### src/rtl/rwev_isqrt.sv
// Pipelined integer square root, one result bit per stage.
`default_nettype none
module rwev_isqrt #(
	parameter int N = 16
) (
	input  wire logic           clk,
	input  wire logic           en,
	input  wire logic [2*N-1:0] x,
	output logic      [N-1:0]   root
);

	localparam int RW = N + 3;

	logic [RW-1:0]  rem_q  [N-1];
	logic [2*N-1:0] x_q    [N-1];
	logic [N-1:0]   root_q [N];

	logic [RW-1:0]  rem_in  [N];
	logic [2*N-1:0] x_in    [N];
	logic [N-1:0]   root_in [N];
	logic [RW-1:0]  rem_sh  [N];
	logic [RW-1:0]  trial   [N];
	logic           ge      [N];
	logic [RW-1:0]  rem_nx  [N];

	// stage inputs and trial subtract
	always_comb begin
		rem_in[0]  = '0;
		x_in[0]    = x;
		root_in[0] = '0;
		for (int i = 1; i < N; i++) begin
			rem_in[i]  = rem_q[i-1];
			x_in[i]    = x_q[i-1];
			root_in[i] = root_q[i-1];
		end
		for (int i = 0; i < N; i++) begin
			rem_sh[i] = {rem_in[i][RW-3:0], x_in[i][2*N-1 -: 2]};
			trial[i]  = {1'b0, root_in[i], 2'b01};
			ge[i]     = rem_sh[i] >= trial[i];
			rem_nx[i] = ge[i] ? rem_sh[i] - trial[i] : rem_sh[i];
		end
	end

	// stage registers
	always_ff @(posedge clk) begin
		if (en) begin
			for (int i = 0; i < N; i++) begin
				root_q[i] <= {root_in[i][N-2:0], ge[i]};
			end
			for (int i = 0; i < N - 1; i++) begin
				rem_q[i] <= rem_nx[i];
				x_q[i]   <= {x_in[i][2*N-3:0], 2'b00};
			end
		end
	end

	assign root = root_q[N-1];

endmodule
`default_nettype wire

### config.mk
export PLATFORM = sky130hd
export DESIGN_NAME = rwev_isqrt
export DESIGN_NICKNAME = d
export VERILOG_FILES = /design/src/rtl/rwev_isqrt.sv
export SDC_FILE = /design/constraint.sdc
export NUM_CORES = 1
export LEC_CHECK = 0
export BUFFER_PORTS_ARGS = -buffer_cell sky130_fd_sc_hd__buf_4
export CORE_MARGIN = 2
export CORE_UTILIZATION = 52
export DETAILED_ROUTE_END_ITERATION = 10
export PLACE_DENSITY = 0.77
export SLEW_MARGIN = 40
export SYNTH_ARGS = -nofsm -noshare
export SYNTH_HDL_FRONTEND = slang
export SYNTH_SLANG_ARGS = --single-unit
### constraint.sdc
create_clock -name clk -period 7.7 [get_ports clk]
set_clock_uncertainty 0.15 [all_clocks]
set_input_delay 2.31 -clock clk [delete_from_list [all_inputs] [get_ports clk]]
set_output_delay 2.31 -clock clk [all_outputs]
set_load 0.01 [all_outputs]
==> flow_summary.ini <==
[clocking]
cts.sinks = 613
cts_setup_buffers = 0
ctsRootBufferMaster = clkbuf_16
hold_buffers = 0
clk_latency_ns = 0.65
htree_levels = 2
clockBufferDepth = 3
cts_buffers = 60
cts_tree = yes
cts.clk_slew.worst_paths_ns = 0.06
postCtsResizedCells = 0

[critical_path]
path_cells = buf_8 -> buf_16 -> buf_12 -> buf_16
critPathMaxFanout = 96
cp.required_ns = 7.81
critical_path.endpoint_type = flip-flop
crit_path_max_incr_delay_ns = 0.43
startpoint_type = primary input
crit_type = primary input to flip-flop
cp_common_cell = buf_16
worst_ep_arrival_time_ns = 3.91
path_delay_family = buffers and inverters
crit_buf_inv = 4
crit_path_top_delay_cell = buf_12

[route]
drc_errors = 0
via_count = 16900
ant_nets = 0
drt-pass1-iter-count = 7
drt_iter0_drc = 1211
wl_per_cell_um = 16.8
drt-total-wl_um = 50100
avgViaCountPerCell = 5.68

[sta]
hold_violations = 0
rsz0062_at_grt = no
slew_viol_final = 0
tns_ns = 0
slew_headroom = 0.473
fmax_mhz = 263
setup_viol = 0
post-route-period-util = 0.494
hold_slack_ns = 0.222
finalCriticalPeriod_ns = 3.81
tightestPinTransition_ns = 0.791

[synth]
synth.avg_cell_area_um2 = 13.3
ys_ff_latch = 613
synth_cell_type_count = 84
postSynthCellCount = 2156
synth-main-ff-cell = edfxtp_1
syn_area_um2 = 28600
async_flop_share = 0
synth_edf_count = 613
ys_warn_count = 0
seq_area_frac_synth = 0.644
synth_nets = 2342

[placement]
place_hpwl_um = 34200
gp_congestion = 0.866
io_buffers = 49

[power]
ir_drop_mv = 0.202
power_leakage_nw = 12.2
p_per_area_nw_per_um2 = 270

[grt]
grt_max_degree = 176
gr-usage-all-layers = 0.176
overflow = 0
first_global_vias = 16700
grt_pass1_wl_um = 81900
antenna_found_initial = 0

[floorplanning]
die_area_um2 = 56800
io-pin-count = 50
fp.dieH_um = 238
core_um2 = 54000
start_util = 0.529
rows = 85
die_w_um = 238

[finish]
fill_cells = 4102
n_antenna_cell = 0
final_nets = 2423
multi_input_comb_area_um2 = 9340
drive_gt1_frac = 0.0874
area_growth_pct = 11.5
regArea_um2 = 18400

[outcome]
status = finished, final reports clean

[job]
maxCapViolCount = 0

[worst_hold_path]
worstHoldPathType = flip-flop to flip-flop
==> sequential cells by signal, summed over array words and instances (netlist names) <==
register / flops
x_q: 240
rem_q: 237
root_q: 136
==> path summary, 6_finish.rpt <==
check | startpoint | end | slack [ns] | cells past startpoint
worst max register to register | rem_q[1][78] | rem_q[1][99] | 4.38 | 8
worst min register to register | x_q[0][204] | x_q[0][236] | 0.22 | 0
worst max-delay path | en | root_q[0][96] | 3.89 | 4
worst min-delay path | x_q[0][204] | x_q[0][236] | 0.22 | 0
==> routing by layer <==
layer,track usage,up-vias,routed length [um]
li1,-,8222,-
met1,0.233,8149,21800
met2,0.294,439,24300
met3,0.0274,131,2350
met4,0.0699,0,1610
met5,0,-,0
==> final cells by class <==
cell class                      instances  area share
Sequential cell                       613       0.578
Multi-Input combinational cell       1318       0.293
Clock buffer                           68      0.0481
Tap cell                              696      0.0273
Inverter                              187      0.0220
Timing Repair Buffer                   57      0.0167
Clock inverter                         45      0.0148
==> synth_stat cells, types with 9 or more instances <==
| cell | n | share of area |
|---|---|---|
| and2_1 | 11 | 0.0024 |
| ha_1 | 152 | 0.067 |
| edfxtp_1 | 613 | 0.64 |
| nand3_1 | 33 | 0.0058 |
| o31ai_1 | 15 | 0.0039 |
| nor2_1 | 141 | 0.019 |
| and3_1 | 13 | 0.0028 |
| inv_1 | 182 | 0.024 |
| or2_2 | 9 | 0.0020 |
| mux2_2 | 12 | 0.0047 |
| a21oi_1 | 135 | 0.024 |
| o211ai_1 | 12 | 0.0032 |
| nand2b_1 | 30 | 0.0066 |
| o21ai_0 | 60 | 0.011 |
| nor4_1 | 23 | 0.0050 |
| o21a_1 | 28 | 0.0074 |
| xor2_1 | 67 | 0.021 |
| nor3_1 | 55 | 0.0096 |
| a31oi_1 | 13 | 0.0028 |
| or4_1 | 10 | 0.0026 |
| buf_2 | 10 | 0.0018 |
| mux2_1 | 26 | 0.010 |
| a21o_1 | 29 | 0.0076 |
| nand2_1 | 98 | 0.013 |
| xnor2_1 | 92 | 0.028 |
| o21ai_1 | 39 | 0.0068 |
| nand4_1 | 26 | 0.0057 |
| a211oi_1 | 22 | 0.0058 |
| clkbuf_1 | 26 | 0.0034 |
| nor2b_1 | 19 | 0.0042 |
| or3_1 | 28 | 0.0061 |
==> per-stage QoR <==
step | total power [W] | util | instances | cell area (um2) | setup WS [ns]
final | 0.00861 | 0.590 | 2984 | 31900 | 3.89
after global routing | 0.00900 | 0.590 | 2984 | 31900 | 3.78
after CTS | 0.00867 | 0.588 | 2982 | 31800 | 3.87
after detailed placement | 0.00572 | 0.551 | 2869 | 29800 | 3.23
after global placement | 0.00565 | 0.550 | 2868 | 29700 | 3.38
after floorplan | 0.00531 | - | 2156 | 28600 | 4.71
==> worst register-to-register path: stages (launching register included) <==
cell	delay, ns
edfxtp_1	0.41
ha_1	0.29
or3_1	0.39
o221ai_1	0.43
o221ai_1	0.35
a211oi_2	0.43
buf_4	0.37
a211oi_1	0.09
a21o_1	0.16
==> logic make-up after synthesis <==
| group | Yosys count | share of synthesized area |
|---|---|---|
| DFF | 613 | 0.644 |
| and+or+nand+nor | 542 | 0.0988 |
| AOI/OAI and AO/OA | 417 | 0.0928 |
| buffers and inverters | 225 | 0.0305 |
| xor gates and xnor gates | 159 | 0.0487 |
| adders and majority gates | 152 | 0.0665 |
| muxes | 47 | 0.0183 |
| other | 1 | 0.000131 |
==> cells in the final DEF (no fill, tap or decap), types with 21 or more instances in the layout <==
master	synthesis	routed
inv_1	182	182
o21ai_0	60	60
mux2_1	26	26
nor2_1	141	141
nand3_1	33	32
a21o_1	29	29
nor4_1	23	22
nor3_1	55	55
buf_4	0	50
xnor2_1	92	92
edfxtp_1	613	613
a21oi_1	135	135
o21ai_1	39	39
or3_1	28	28
ha_1	152	152
nand2_1	98	98
nand4_1	26	26
nand2b_1	30	30
a211oi_1	22	21
xor2_1	67	67
clkbuf_16	0	60
o21a_1	28	28
==> power breakdown <==
| group | internal (W) | switching (W) |
|---|---|---|
| clock | 0.00168 | 0.00125 |
| combinational | 0.000581 | 0.000772 |
| sequential | 0.00413 | 0.000206 |
| total | 0.00639 | 0.00223 |
Note: power is estimated with default switching activity, not from simulation.
